--- src/hdl/assert_macros.svh ---
// Assertion macros shared by the RTL; empty when SYNTHESIS is defined.
`ifndef ASSERT_MACROS_SVH
`define ASSERT_MACROS_SVH

`ifndef SYNTHESIS
`define ASSERT_PROP(label, clk, rst, prop) \
  label: assert property (@(posedge clk) disable iff (rst) prop) \
    else $error("assertion failed");
`define ASSERT_NEVER(label, clk, rst, expr) \
  label: assert property (@(posedge clk) disable iff (rst) !(expr)) \
    else $error("forbidden condition seen");
`else
`define ASSERT_PROP(label, clk, rst, prop)
`define ASSERT_NEVER(label, clk, rst, expr)
`endif

`endif

--- src/hdl/utf8cc_pkg.sv ---
// Types, constants and helper functions for the UTF-8 character counter.
`default_nettype none

package utf8cc_pkg;

  localparam int COUNT_BITS = 32;
  localparam int OUT_BITS   = 32;
  localparam int WIDE_BITS  = (COUNT_BITS > OUT_BITS) ? COUNT_BITS : OUT_BITS;
  localparam int BYTE_BITS  = 8;
  localparam int LEN_BITS   = 4;
  localparam int REM_BITS   = 3;

  localparam logic [LEN_BITS-1:0] MAX_SEQ_LEN_RESET = 4'd6;
  localparam logic [LEN_BITS-1:0] ONES_ASCII        = 4'd0;
  localparam logic [LEN_BITS-1:0] ONES_CONT         = 4'd1;
  localparam logic [LEN_BITS-1:0] ONES_MIN_LEAD     = 4'd2;

  typedef logic [COUNT_BITS-1:0] count_t;
  typedef logic [OUT_BITS-1:0]   out_count_t;

  typedef struct packed {
    logic [REM_BITS-1:0] bytes_remaining;
    logic [LEN_BITS-1:0] current_seq_len;
    count_t              chars_seen;
    count_t              bytes_seen;
  } utf8cc_state_t;

  // Number of leading one bits, 0..8.
  function automatic logic [LEN_BITS-1:0] lead_ones(input logic [BYTE_BITS-1:0] b);
    logic [LEN_BITS-1:0] n;
    logic                stop;
    n    = '0;
    stop = 1'b0;
    for (int i = BYTE_BITS - 1; i >= 0; i--) begin
      if (!stop && b[i]) begin
        n = n + 1'b1;
      end else begin
        stop = 1'b1;
      end
    end
    return n;
  endfunction

  function automatic count_t sat_add(input count_t v, input logic [LEN_BITS-1:0] n);
    logic [COUNT_BITS:0] sum;
    sum = {1'b0, v} + (COUNT_BITS + 1)'(n);
    if (sum[COUNT_BITS]) begin
      return '1;
    end
    return sum[COUNT_BITS-1:0];
  endfunction

  function automatic out_count_t clamp_out(input count_t v);
    logic [WIDE_BITS-1:0] w;
    logic [WIDE_BITS-1:0] lim;
    w   = WIDE_BITS'(v);
    lim = WIDE_BITS'({OUT_BITS{1'b1}});
    if (w > lim) begin
      return '1;
    end
    return OUT_BITS'(w);
  endfunction

endpackage

`default_nettype wire

--- src/hdl/utf8cc_step.sv ---
// Next-state logic for one byte: sequence tracking and saturating counts.
`default_nettype none

module utf8cc_step (
  input  wire utf8cc_pkg::utf8cc_state_t             state_cur,
  input  wire logic [utf8cc_pkg::BYTE_BITS-1:0]      data_byte,
  input  wire logic                                  last_byte,
  input  wire logic [utf8cc_pkg::LEN_BITS-1:0]       max_seq_len,
  output utf8cc_pkg::utf8cc_state_t                  state_next,
  output logic [utf8cc_pkg::OUT_BITS-1:0]            char_count,
  output logic [utf8cc_pkg::OUT_BITS-1:0]            byte_count
);
  import utf8cc_pkg::*;

  logic [LEN_BITS-1:0] ones;
  logic                legal_lead;
  logic [REM_BITS-1:0] rem_dec;
  utf8cc_state_t       upd;

  assign ones       = lead_ones(data_byte);
  assign legal_lead = (ones >= ONES_MIN_LEAD) && (ones <= max_seq_len);
  assign rem_dec    = state_cur.bytes_remaining - 1'b1;

  always_comb begin
    upd = state_cur;
    if ((state_cur.bytes_remaining != '0) && (ones == ONES_CONT)) begin
      upd.bytes_remaining = rem_dec;
      if (rem_dec == '0) begin
        upd.chars_seen      = sat_add(state_cur.chars_seen, LEN_BITS'(1));
        upd.bytes_seen      = sat_add(state_cur.bytes_seen, state_cur.current_seq_len);
        upd.current_seq_len = '0;
      end
    end else begin
      // no open sequence, or it was cut short: this byte starts anew
      upd.bytes_remaining = '0;
      upd.current_seq_len = '0;
      if (ones == ONES_ASCII) begin
        upd.chars_seen = sat_add(state_cur.chars_seen, LEN_BITS'(1));
        upd.bytes_seen = sat_add(state_cur.bytes_seen, LEN_BITS'(1));
      end else if (legal_lead) begin
        upd.current_seq_len = ones;
        upd.bytes_remaining = REM_BITS'(ones - 1'b1);
      end
    end
  end

  assign char_count = clamp_out(upd.chars_seen);
  assign byte_count = clamp_out(upd.bytes_seen);
  assign state_next = last_byte ? '0 : upd;

endmodule

`default_nettype wire

--- src/hdl/utf8_character_counter_core.sv ---
// UTF-8 character counter: one byte per request in, running counts out.
//
// Input stream s_*: one byte of a string per request, s_tlast on its final
// byte. Output stream m_*: one result per input byte with the running count
// of complete characters and the bytes they use; m_tlast marks the final
// counts of a string, after which all counting state starts over.
// Config channel cfg_*: writes max_seq_len (4 bits); write only while idle.
//
// Throughput is one byte per cycle while m_tready is high: the sequence
// state and counters update combinationally between the input register and
// the result register. A byte in the input register has its result on m_*
// once the result register is free.
// When m_tready is low the result holds and an empty input register still
// takes one more byte; after that s_tready drops until the result is taken.
// Reset (rst, synchronous) clears both stages, all counts and sequence
// state, and sets max_seq_len to 6.
`default_nettype none

module utf8_character_counter_core (
  input  wire logic        clk,
  input  wire logic        rst,
  input  wire logic        s_tvalid,
  output logic             s_tready,
  input  wire logic [7:0]  s_tdata,   // [7:0] data_byte
  input  wire logic        s_tlast,   // last_byte
  output logic             m_tvalid,
  input  wire logic        m_tready,
  output logic [63:0]      m_tdata,   // [31:0] char_count, [63:32] byte_count
  output logic             m_tlast,   // string_done
  input  wire logic        cfg_valid,
  output logic             cfg_ready,
  input  wire logic [3:0]  cfg_data   // max_seq_len
);
  import utf8cc_pkg::*;

  `include "assert_macros.svh"

  logic                 in_valid;
  logic [BYTE_BITS-1:0] in_byte;
  logic                 in_last;
  logic [LEN_BITS-1:0]  max_seq_len;
  utf8cc_state_t        state;
  utf8cc_state_t        state_next;
  logic [OUT_BITS-1:0]  char_count_next;
  logic [OUT_BITS-1:0]  byte_count_next;
  logic                 out_free;
  logic                 advance;

  assign out_free  = !m_tvalid || m_tready;
  assign advance   = in_valid && out_free;
  assign s_tready  = !in_valid || out_free;
  assign cfg_ready = 1'b1;

  utf8cc_step u_step (
    .state_cur   (state),
    .data_byte   (in_byte),
    .last_byte   (in_last),
    .max_seq_len (max_seq_len),
    .state_next  (state_next),
    .char_count  (char_count_next),
    .byte_count  (byte_count_next)
  );

  always_ff @(posedge clk) begin
    if (rst) begin
      max_seq_len <= MAX_SEQ_LEN_RESET;
    end else if (cfg_valid && cfg_ready) begin
      max_seq_len <= cfg_data;
    end
  end

  always_ff @(posedge clk) begin
    if (rst) begin
      in_valid <= 1'b0;
    end else if (s_tready) begin
      in_valid <= s_tvalid;
    end
  end

  always_ff @(posedge clk) begin
    if (s_tready && s_tvalid) begin
      in_byte <= s_tdata;
      in_last <= s_tlast;
    end
  end

  always_ff @(posedge clk) begin
    if (rst) begin
      state    <= '0;
      m_tvalid <= 1'b0;
    end else if (advance) begin
      state    <= state_next;
      m_tvalid <= 1'b1;
    end else if (m_tready) begin
      m_tvalid <= 1'b0;
    end
  end

  always_ff @(posedge clk) begin
    if (advance) begin
      m_tdata <= {byte_count_next, char_count_next};
      m_tlast <= in_last;
    end
  end

  `ASSERT_PROP(a_open_seq_len, clk, rst,
    (state.bytes_remaining != '0) |-> (state.current_seq_len >= ONES_MIN_LEAD))
  `ASSERT_PROP(a_clear_after_last, clk, rst,
    (advance && in_last) |=> (state == '0))
  `ASSERT_NEVER(a_chars_le_bytes, clk, rst, state.chars_seen > state.bytes_seen)

endmodule

`default_nettype wire

--- config.mk ---
export PLATFORM = sky130hd
export DESIGN_NAME = utf8_character_counter_core
export DESIGN_NICKNAME = d
export VERILOG_FILES = /design/src/hdl/utf8cc_pkg.sv /design/src/hdl/utf8cc_step.sv /design/src/hdl/utf8_character_counter_core.sv
export VERILOG_INCLUDE_DIRS = /design/src /design/src/hdl
export SDC_FILE = /design/constraint.sdc
export NUM_CORES = 1
export LEC_CHECK = 0
export ABC_AREA = 1
export ABC_CLOCK_PERIOD_IN_PS = 7900
export BUFFER_PORTS_ARGS = -buffer_cell sky130_fd_sc_hd__buf_2
export CAP_MARGIN = 20
export CORE_MARGIN = 2
export CORE_UTILIZATION = 60
export CTS_CLUSTER_SIZE = 30
export DETAILED_ROUTE_END_ITERATION = 10
export PLACE_DENSITY = 0.76
export SETUP_SLACK_MARGIN = 0.1
export SLEW_MARGIN = 20
export SYNTH_ARGS = -nofsm -noshare
export SYNTH_HDL_FRONTEND = slang
export SYNTH_SLANG_ARGS = --single-unit
--- constraint.sdc ---
create_clock -name clk -period 7.9 [get_ports clk]
set_clock_uncertainty 0.15 [all_clocks]
set_input_delay 0 -clock clk [delete_from_list [all_inputs] [get_ports clk]]
set_output_delay 0 -clock clk [all_outputs]
set_load 0.02 [all_outputs]
; ---- Yosys cells after proc, flatten, opt, wreduce, memory -nomap -nowiden
; Cells that the tools add are included.
[totals]
input_bits = 18
ff_bits = 151
[classes]
order_cmp = 4
n_eq_ne = 2
addsub = 12
muxes = 47
n_reduce_logical = 26
[ops]
columns = cell, count
row1 = 2-to-1 mux 32 bit, 11
row2 = 2-to-1 mux 71 bit, 2
row3 = 2-to-1 mux 68 bit, 1
row4 = adder 32 x 1 -> 33 bit (second input constant), 2
row5 = > comparator 32 bit (second input constant), 2
row6 = 2-to-1 mux 64 bit, 1
row7 = adder 32 x 4 -> 33 bit, 1
row8 = adder 4 x 1 -> 4 bit (second input constant), 7
row9 = 2-to-1 mux 4 bit, 7
row10 = 2-to-1 mux 1 bit, 23
row11 = 2-to-1 mux 7 bit, 2
row12 = logical AND 1 bit, 11
row13 = zero test 1 bit, 8
row14 = subtractor 3 x 1 -> 3 bit (second input constant), 2
row15 = == test 4 x 1 -> 1 bit (second input constant), 1
row16 = >= comparator 4 x 2 -> 1 bit (second input constant), 1
row17 = less-or-equal comparator 4 bit, 1
row18 = zero test 4 bit, 1
row19 = zero test 3 bit, 1
row20 = != test 3 bit (second input constant), 1
row21 = nonzero test 3 bit, 1
row22 = logical OR 1 bit, 2
row23 = AND reduction 2 bit, 1
row24 = nonzero test 2 bit, 1

; ---- Longest topological paths before layout
; Gate-level depths: netlist of run 1.
[depth]
depth_word = 29
mapped_depth = 32
mapped_depth_nobuf = 32

; ---- Modules after synthesis
; Synthesis of run 1 repeated with hierarchy kept, for this count alone.
[hier_totals]
cells_unflattened = 1867
area_unflattened_um2 = 11706.2
[modules_own_cells]
columns = module, instances, area_per_inst_um2, cells_per_inst, seq_area_each_um2
row1 = utf8cc_step, 1, 6048.3, 1296, 0.0
row2 = utf8_character_counter_core, 1, 5657.9, 571, 3763.6

; ---- Worst setup path before layout of run 1
; No wires, ideal clock.
[synth_timing]
path_kind = register to register
from = reg in_byte[7]
to = reg m_tdata[40], data pin
slack_ps = 3297
arrival_time_ps = 4199
period_less_slack_ps = 4603
n_path_buf = 1
t_required_ps = 7495
stages_incl_launch_ff = 29
setup_time_ps = 255
cell_sequence = edfxtp_1 nand2_2 inv_1 ha_1 o21ai_0 inv_1 ha_1 nand3b_1 nand2_1 inv_1 ha_1 nand2_1 nand2_1 ha_1 inv_1 nand2_1 nand2_1 inv_1 ha_1 nand2_1 nand2_1 inv_1 ha_1 a21boi_0 nand4_4 nor2_2 buf_2 nand3_1 and2_1
[synth_rtl]
columns = element, line
row1 = from (decl), utf8_character_counter_core.sv:39  ; logic [BYTE_BITS-1:0] in_byte;
row2 = from (signal assigned), utf8_character_counter_core.sv:82  ; in_byte <= s_tdata;
row3 = to (signal assigned), utf8_character_counter_core.sv:101  ; m_tdata <= {byte_count_next, char_count_next};
row4 = to (decl), utf8_character_counter_core.sv:28  ; output logic [63:0] m_tdata,

==> impl_metrics.yaml, run 1 <==
logic_synthesis:
  ys_types: 45
  syn_inst: 1577
  synthFlopType: "dfxtp_1"
  synth_edf_count: 74
  synth_seq_area_share: 0.356
  synth_top_cell_area_share: 0.210
  yosys.area.top_type: "edfxtp_1"
  synthTopCellsByCount: "467 x nand2_1, 224 x nand3_1, 162 x inv_1"
  post_synth.cell_area_avg_um2: 6.71
  yosys_warnings: 0
  synth.most_common_cell: "nand2_1"
  synth_area_leaders: "edfxtp_1 21%, nand2_1 17%, dfxtp_1 15%"
  async_flop_share: 0
  syn-num-nets: 1617
  syn_area_um2: 10600
  ys_ff_latch: 151
sta:
  rsz0062_at_grt: "no"
  drv_slew: 0
  fin_crit_sh: 0.769
  setup-tns-final_ns: 0
  tightest_slew_ns: 1.09
  final.min_clock_period_ns: 6.08
  max-slew-margin-rel: 0.271
  setup_viol: 0
  hold_viol: 0
  max_freq_mhz: 165
  timing.hold.ws_ns: 0.115
drt:
  route.detailed.drc: 0
  wl_um: 29600
  wl_per_cell_um: 15.7
  num_vias: 10700
  vias_per_cell: 5.71
  drt_iter0_drc: 1337
  ant_nets: 0
  drt_first_pass_iters: 6
clock_network:
  clock_sinks: 151
  cts_root_buf: "clkbuf_16"
  clockBufferDepth: 2
  clk_latency_ns: 0.44
  cts_inserted_buffers: 17
  cts_tree: "built"
  path_clk_slew_ns: 0.07
  htreeDepth: 4
final_layout:
  final_layout_size_suffix_gt1_frac: 0.0901
  area_delta_synth_final_pct: 12.1
  antenna_cells: 0
  ff_latch_area_um2: 3760
  nFillCells: 1533
  multi_input_area_um2: 5850
  final-instance-count-excl-fill: 1878
  final_nets: 1680
floorplanning:
  core_area_um2: 17200
  fp-row-count: 48
  start_util: 0.614
  die_x_um: 137
  dieArea_um2: 18700
  die_h_um: 137
  io_pins: 86
global_route:
  track_usage: 0.319
  grt_start_max_net_pins: 73
  grt_pass1_vias: 9898
  grt_pass1_wl_um: 48000
  grt.overflow.total: 0
  antenna_found_initial: 0
pwr:
  peakVddDrop_uv: 163
  leakagePower_nw: 4.99
  powerDensity_nw_per_um2: 166
place:
  dp_hpwl_um: 18800
  dp.cells: 1821
  gp_congestion: 0.956
  portBuffers: 84
setup_path:
  endpoint_kind: "flip-flop"
  required_ns: 7.94
  crit_fanout: 26
  reg2reg_depth: 27
  worstPathArrival_ns: 6.12
  worstReg2RegStart: "in_byte[7]"
  ff2ff_setup_slack_ns: 1.82
  worstSetupStartpointType: "flip-flop"
  critical_path_class: "flip-flop to flip-flop"
  reg2reg_to: "m_tdata[46]"
min_path:
  min_to: "in_byte[6]"
  hold_start: "s_tdata[6]"
  hold_class: "primary input to flip-flop"
  hold_depth: 2
run_status:
  status: "finished, final reports clean"
run:
  drv_cap: 0
## worst max-delay path by stage
stage                    start          end  slack (ns)  cells past startpoint
floorplan           in_byte[7]  m_tdata[40]        3.30                     28
global placement    in_byte[7]  m_tdata[48]        2.14                     27
detailed placement  in_byte[6]  m_tdata[44]        1.94                     27
CTS                 in_byte[7]  m_tdata[46]        1.92                     27
global route        in_byte[7]  m_tdata[48]        1.33                     27
finish              in_byte[7]  m_tdata[46]        1.82                     27
## routing by layer
layer | track usage | up-vias | share of wire
li1 | - | 5274 | -
met4 | 0.0997 | 0 | 0.018
met3 | 0.0552 | 55 | 0.078
met2 | 0.517 | 465 | 0.46
met1 | 0.436 | 4932 | 0.45
met5 | 0 | - | 0
## sequential cells by signal, summed over array words and instances (netlist names)
| register | cells |
|---|---|
| state | 71 |
| m_tdata | 64 |
| in_byte | 8 |
| max_seq_len | 4 |
| in_last | 1 |
| in_valid | 1 |
| m_tlast | 1 |
| m_tvalid | 1 |
## layout make-up
cell class | count | share of cell area
repair buffers | 118 | 0.0623
multi-input cells | 1184 | 0.494
flip-flops and latches | 151 | 0.318
well taps | 225 | 0.0238
clock buffers | 19 | 0.0374
inverters | 168 | 0.0532
clock inverters | 13 | 0.0122
## stage by stage
step	area (µm²)	util	total power [mW]	setup WS (ns)
after floorplan	10600	-	1.07	3.30
after global placement	11000	0.639	1.13	2.14
after detailed placement	11000	0.639	1.13	1.94
after CTS	11900	0.688	1.96	1.92
after global routing	11900	0.688	2.03	1.33
final	11900	0.688	1.96	1.82
## layout by cell type, fill, tap and decap left out, types with 2 or more instances in the layout
master,instances
inv_6,3
o22ai_1,3
dlygate4sd3_1,25
inv_2,4
a21boi_0,4
buf_4,9
nor2_4,2
nor4_1,10
nand4_2,2
xnor2_1,3
nand4_1,17
nand2_1,466
o31ai_1,2
ha_1,20
nor2_1,127
xor2_1,51
o21ai_0,31
nand3_1,224
a21oi_1,86
inv_1,161
dfxtp_1,77
clkinv_1,3
or2_2,3
o21ai_1,2
nand2_2,5
clkinv_2,2
nand3b_1,4
and2_1,41
nor3_1,45
nor2_8,2
clkbuf_16,17
buf_2,84
o211ai_1,21
clkinvlp_4,3
bufinv_16,2
edfxtp_1,74
## where the power goes
| group | internal, mW | switching [mW] | total, mW |
|---|---|---|---|
| combinational | 0.0846 | 0.172 | 0.256 |
| sequential | 0.858 | 0.0185 | 0.877 |
| clock | 0.478 | 0.353 | 0.830 |
## logic make-up after synthesis
group | Yosys count | share of synthesized area
adder cells (fa/ha/maj) | 22 | 0.0267
XOR/XNOR | 54 | 0.0447
other | 1 | 0.000355
AO/OA/AOI/OAI | 151 | 0.0785
AND/OR/NAND/NOR | 956 | 0.402
flip-flops | 151 | 0.356
buffers and inverters | 242 | 0.0923
## repair_timing
| item | in CTS | in global routing |
|---|---|---|
| hold buffers | 25 | 0 |
| resized for setup | 0 | 0 |
| hold endpoints to repair | 24 | 0 |
| setup buffers | 0 | 0 |
| endpoints found under the setup margin | 0 | 0 |
## worst max-delay path, cell delays in order, from the launching register on
cell	delay, ns
edfxtp_1	0.43
nand2_2	0.15
inv_1	0.07
ha_1	0.28
o21ai_0	0.23
inv_1	0.07
ha_1	0.28
nand3b_1	0.16
nand2_1	0.07
inv_1	0.05
ha_1	0.26
nand2_1	0.09
nand2_1	0.07
ha_1	0.27
inv_1	0.08
nand2_1	0.09
nand2_1	0.08
inv_1	0.05
ha_1	0.27
nand2_1	0.07
nand2_1	0.10
inv_1	0.13
ha_1	0.15
a21boi_0	0.31
nand4_4	0.42
nor2_2	0.95
o21ai_0	0.27
and2_1	0.23
No activity file was read; power rests on OpenSTA's default activity.
==> run 2, diff against run 1 <==
- ABC_AREA: 1 -> 0
- ABC_CLOCK_PERIOD_IN_PS: 7900 -> 5000
- CORE_UTILIZATION: 60 -> 54
- PLACE_DENSITY: 0.76 -> 0.73
- clock period: 7.9 -> 5 ns (I/O delays scaled with it)
==> run 2 against run 1 <==
The run now ends with negative setup slack left. Critical path depth rose by 2. Combinational power increased by 75%. Non-clock buffer count is 146 higher. Utilization up 8.3 points. Die area down 7.7%. Flip-flop and latch count did not move. Register-to-register slack worse by 2.6 ns. Routed wire length is 5.7% lower. Area after synthesis down 17%. Sequential share of layout area shrank 1.0 points. Critical endpoint is now state[17]. Largest power group unchanged.
==> impl_metrics.yaml, run 2 <==
logic_synthesis:
  async_flop_share: 0
  synth_seq_area_share: 0.429
  ys_ff_latch: 151
  synth_compound_area_frac: 0.239
  syn_area_um2: 8760
  syn_inst: 985
  synth_area_leaders: "edfxtp_1 25%, dfxtp_1 18%, a21oi_1 4.9%"
  synth.area.mux_share: 0.0184
  synth_top_cell_area_share: 0.254
  yosys.area.top_type: "edfxtp_1"
  post_synth.cell_area_avg_um2: 8.90
  synthFlopType: "dfxtp_1"
  synth_edf_count: 74
  yosys_warnings: 0
  synthSimpleGateAreaFrac: 0.227
  synth.most_common_cell: "nor2_1"
  ys_types: 85
  synth-adder-area-share: 0.0323
  syn-num-nets: 1025
  synthTopCellsByCount: "92 x nor2_1, 85 x a21oi_1, 84 x nand2_1"
  synth_top_family_by_area: "compound AO/OA/AOI/OAI gates"
  synth-xor-area-share: 0.00800
drt:
  drt_iter0_drc: 1030
  route.detailed.drc: 0
  drt_first_pass_iters: 5
  wl_per_cell_um: 19.5
  wl_um: 27900
  num_vias: 9146
  vias_per_cell: 6.40
  ant_nets: 0
min_path:
  hold_class: "primary input to flip-flop"
  hold_depth: 2
  hold_start: "s_tdata[2]"
  min_to: "in_byte[2]"
run:
  drv_cap: 0
clock_network:
  clockBufferDepth: 2
  path_clk_slew_ns: 0.06
  cts_inserted_buffers: 17
  clock_sinks: 151
  cts_root_buf: "clkbuf_16"
  cts_tree: "built"
  clk_latency_ns: 0.43
  htreeDepth: 4
global_route:
  grt_start_max_net_pins: 52
  grt.overflow.total: 0
  grt_pass1_vias: 8499
  grt_pass1_wl_um: 43300
  track_usage: 0.309
  antenna_found_initial: 0
final_layout:
  final_nets: 1240
  fin_util: 0.770
  largest_reg_flops: 71
  area_delta_synth_final_pct: 39.6
  final_cell_mix: "117 x buf_4, 84 x buf_2, 77 x dfxtp_1, 75 x nor2_1, 74 x edfxtp_1"
  regMostFlops: "state"
  reg_top3: "state (71), m_tdata (64), in_byte (8)"
  final_layout_size_suffix_gt1_frac: 0.360
  final_cell_area_um2: 12200
  layout_commonest_cell: "buf_4"
  antenna_cells: 0
floorplanning:
  core_area_um2: 15900
  io_pins: 86
  dieArea_um2: 17300
  start_util: 0.552
  die_x_um: 131
  fp-row-count: 46
  die_h_um: 131
sta:
  setup_slack_ns: -0.800
  max_freq_mhz: 172
  fin_crit_sh: 1.16
  hold_viol: 0
  setup_viol: 135
  timing.hold.ws_ns: 0.119
  final.min_clock_period_ns: 5.80
  max-slew-margin-rel: 0.330
  drv_slew: 0
  rsz0062_at_grt: "yes"
  tightest_slew_ns: 1.00
setup_path:
  slowest_delay_ns: 0.48
  crit_fanout: 7
  worstReg2RegStart: "in_byte[7]"
  worstPathArrival_ns: 6.01
  worstSetupStartpointType: "flip-flop"
  endpoint_kind: "flip-flop"
  path_common_cell: "ha_1"
  reg2reg_depth: 29
  ff2ff_setup_slack_ns: -0.80
  reg2reg_to: "state[17]"
  required_ns: 5.21
  critical_path_class: "flip-flop to flip-flop"
  slowest_stage: "or4_1"
place:
  portBuffers: 84
  dp_hpwl_um: 17400
  gp_congestion: 0.933
  post-place-ws_ns: -0.763
  placed_area_um2: 10300
pwr:
  peakVddDrop_uv: 256
  powerDensity_nw_per_um2: 249
  leakagePower_nw: 4.48
  finalPower_mw: 3.05
run_status:
  status: "finished with violations"
  violations: "negative setup slack"
## run 2: critical path, delay by kind of cell, from the launching register on
family,cells,cell delay (ns)
AND/OR/NAND/NOR,9,1.25
flip-flops,1,0.42
buffers and inverters,4,0.43
multiplexers,3,0.76
adder cells (fa/ha/maj),6,1.56
AO/OA/AOI/OAI,7,1.18
## run 2: logic make-up (layout without fill, tap and decap cells)
kind of cell,Yosys count,in the layout
AOI/OAI and AO/OA,310,310
xor gates and xnor gates,8,8
adders and majority gates,22,22
buffers and inverters,97,325
DFF,151,151
muxes,15,15
other,1,1
and+or+nand+nor,381,381
## run 2: how the worst max path moves through the flow
| stage | slack, ns | endpoint | startpoint |
|---|---|---|---|
| global route | -1.00 | state[17] | in_byte[7] |
| finish | -0.80 | state[17] | in_byte[7] |
| detailed placement | -0.76 | state[21] | in_byte[6] |
| global placement | -0.59 | state[21] | in_byte[6] |
| floorplan | -0.70 | state[15] | in_byte[7] |
| CTS | -0.68 | state[17] | in_byte[7] |
## run 2: layout make-up
type	instances	area (µm²)
multi-input combinational	737	5540
sequential	151	3760
fill	1073	3650
timing repair buffer	264	2010
clock buffer	22	444
tap	216	270
inverter	29	109
clock inverter	10	105
## run 2: layer usage
| metal | track usage | vias up | routed length [µm] | share of wire |
|---|---|---|---|---|
| li1 | - | 4202 | - | - |
| met1 | 0.426 | 4364 | 11900 | 0.43 |
| met2 | 0.498 | 493 | 13000 | 0.47 |
| met3 | 0.0494 | 87 | 2110 | 0.076 |
| met4 | 0.107 | 0 | 838 | 0.030 |
| met5 | 0 | - | 0 | 0 |
## run 2: repair_timing
item | in CTS | in global routing
endpoints found under the hold margin | 30 | 0
endpoints found under the setup margin | 135 | 135
hold buffers | 27 | 0
resized for setup | 85 | 68
setup buffers | 36 | 18
pin swaps | 43 | 35
## run 2: metrics by stage
step,instances,TNS [ns]
after floorplan,985,-52.93
after global placement,1319,-49.45
after detailed placement,1319,-69.77
after CTS,1413,-61.13
after global routing,1429,-113.81
final,1429,-84.91
## run 2: power breakdown
part / internal (mW) / switching (mW)
Clock: 0.729 / 0.503
Sequential: 1.34 / 0.0314
Combinational: 0.195 / 0.253
==> run 3, diff against run 2 <==
- RECOVER_POWER: default -> 25
==> run 3 against run 2 <==
The run still ends with negative setup slack left. Die area unchanged. Register-to-register slack about the same. Non-clock buffer count unchanged. Sequential power about the same. First-iteration DRC count decreased by 2.8%. Flip-flop and latch count unchanged. Routed wire length increased by 0.34%. Worst hold slack about the same. Utilization decreased by 0.23 points. Sequential share of layout area increased by 0.091 points. Clock power about the same.
==> impl_metrics.yaml, run 3 (synthesized netlist as in run 2, its figures left out) <==
run_status:
  status: "finished with violations"
  violations: "negative setup slack"
final_layout:
  final_nets: 1240
  reg_top3: "state (71), m_tdata (64), in_byte (8)"
  nFillCells: 1091
  layout_commonest_cell: "buf_4"
  multi_input_area_um2: 5540
  fin_util: 0.768
  regMostFlops: "state"
  antenna_cells: 0
  largest_reg_flops: 71
  ff_latch_area_um2: 3760
  area_delta_synth_final_pct: 39.2
  final_layout_size_suffix_gt1_frac: 0.336
  final_cell_mix: "117 x buf_4, 77 x dfxtp_1, 75 x nor2_1, 74 x edfxtp_1, 71 x nand2_1"
sta:
  tightest_slew_ns: 1.11
  final.min_clock_period_ns: 5.79
  fin_crit_sh: 1.16
  setup_slack_ns: -0.787
  max_freq_mhz: 173
  rsz0062_at_grt: "yes"
  drv_slew: 0
  setup_viol: 135
  hold_viol: 0
  max-slew-margin-rel: 0.257
clock_network:
  htreeDepth: 4
  clk_latency_ns: 0.43
  cts_tree: "built"
  path_clk_slew_ns: 0.06
  clockBufferDepth: 2
  cts_inserted_buffers: 17
  cts_root_buf: "clkbuf_16"
  clock_sinks: 151
min_path:
  hold_depth: 2
  hold_class: "primary input to flip-flop"
pwr:
  powerDensity_nw_per_um2: 250
  leakagePower_nw: 4.40
  peakVddDrop_uv: 255
global_route:
  grt.overflow.total: 0
  antenna_found_initial: 0
  grt_start_max_net_pins: 52
  grt_pass1_vias: 8499
  grt_pass1_wl_um: 43300
  track_usage: 0.309
setup_path:
  slowest_delay_ns: 0.48
  path_common_cell: "ha_1"
  cp_num_cells: 29
  critical_path_class: "flip-flop to flip-flop"
  crit_family: "adder cells"
  reg2reg_depth: 29
  endpoint_kind: "flip-flop"
  worst-path-buf-inv: 4
  slowest_stage: "or4_1"
  crit_fanout: 7
  worstPathArrival_ns: 6.00
  worstSetupStartpointType: "flip-flop"
  required_ns: 5.21
drt:
  vias_per_cell: 6.44
  route.detailed.drc: 0
  num_vias: 9208
  wl_um: 28000
  drt_iter0_drc: 1001
  wl_per_cell_um: 19.6
  ant_nets: 0
  drt_first_pass_iters: 7
run:
  drv_cap: 0
floorplanning:
  io_pins: 86
  dieArea_um2: 17300
  die_x_um: 131
  die_h_um: 131
  core_area_um2: 15900
  start_util: 0.552
  fp-row-count: 46
place:
  gp_congestion: 0.933
  post-place-ws_ns: -0.763
  dp_hpwl_um: 17400
  portBuffers: 84
## run 3: layout make-up
type                            instances  share of cell area
Timing Repair Buffer                  264               0.162
Clock buffer                           22              0.0364
Inverter                               29             0.00892
Clock inverter                         10             0.00861
Tap cell                              216              0.0221
Sequential cell                       151               0.308
Multi-Input combinational cell        737               0.454
## run 3: worst reg2reg max path, delay by kind of cell (launching register included)
kind | cells | cell delay, ns
buffers and inverters | 4 | 0.43
and+or+nand+nor | 9 | 1.25
AOI/OAI and AO/OA | 7 | 1.17
muxes | 3 | 0.75
adders and majority gates | 6 | 1.56
DFF | 1 | 0.42
## run 3: path summary, 6_finish.rpt
check          endpoint       start  slack, ns
max reg2reg   state[17]  in_byte[7]      -0.79
min          in_byte[2]  s_tdata[2]       0.12
max           state[17]  in_byte[7]      -0.79
min reg2reg   state[64]   state[64]       0.35
## run 3: what timing repair did
action | CTS | global route
hold buffers | 27 | 0
endpoints found under the hold margin | 30 | 0
setup buffers | 36 | 18
endpoints found under the setup margin | 135 | 135
pin swaps | 43 | 35
gates resized for setup | 85 | 68
## run 3: metrics by stage
step                power, mW  TNS (ns)  hold WS, ns  cell area (µm²)  instances
floorplan                1.61    -52.93      -0.0511             9270        985
global placement         1.73    -49.45       0.0270            10300       1319
detailed placement       1.74    -69.77       0.0281            10300       1319
CTS                      3.02    -61.13        0.117            11800       1413
global route             3.14   -113.81        0.131            12200       1429
finish                   3.05    -84.27        0.119            12200       1429
## run 3: power breakdown
part           switching, mW  internal [mW]  total [mW]
Combinational          0.253          0.192       0.445
Sequential            0.0324           1.34        1.37
Clock                  0.505          0.729        1.23
Total                  0.790           2.26        3.05
## run 3: per-layer routing
metal	wire length [µm]	track usage	part of all wire	vias up
met5	0	0	0	-
met4	805	0.107	0.029	0
met3	2370	0.0494	0.085	84
met2	13100	0.498	0.47	520
met1	11700	0.426	0.42	4391
li1	-	-	-	4213
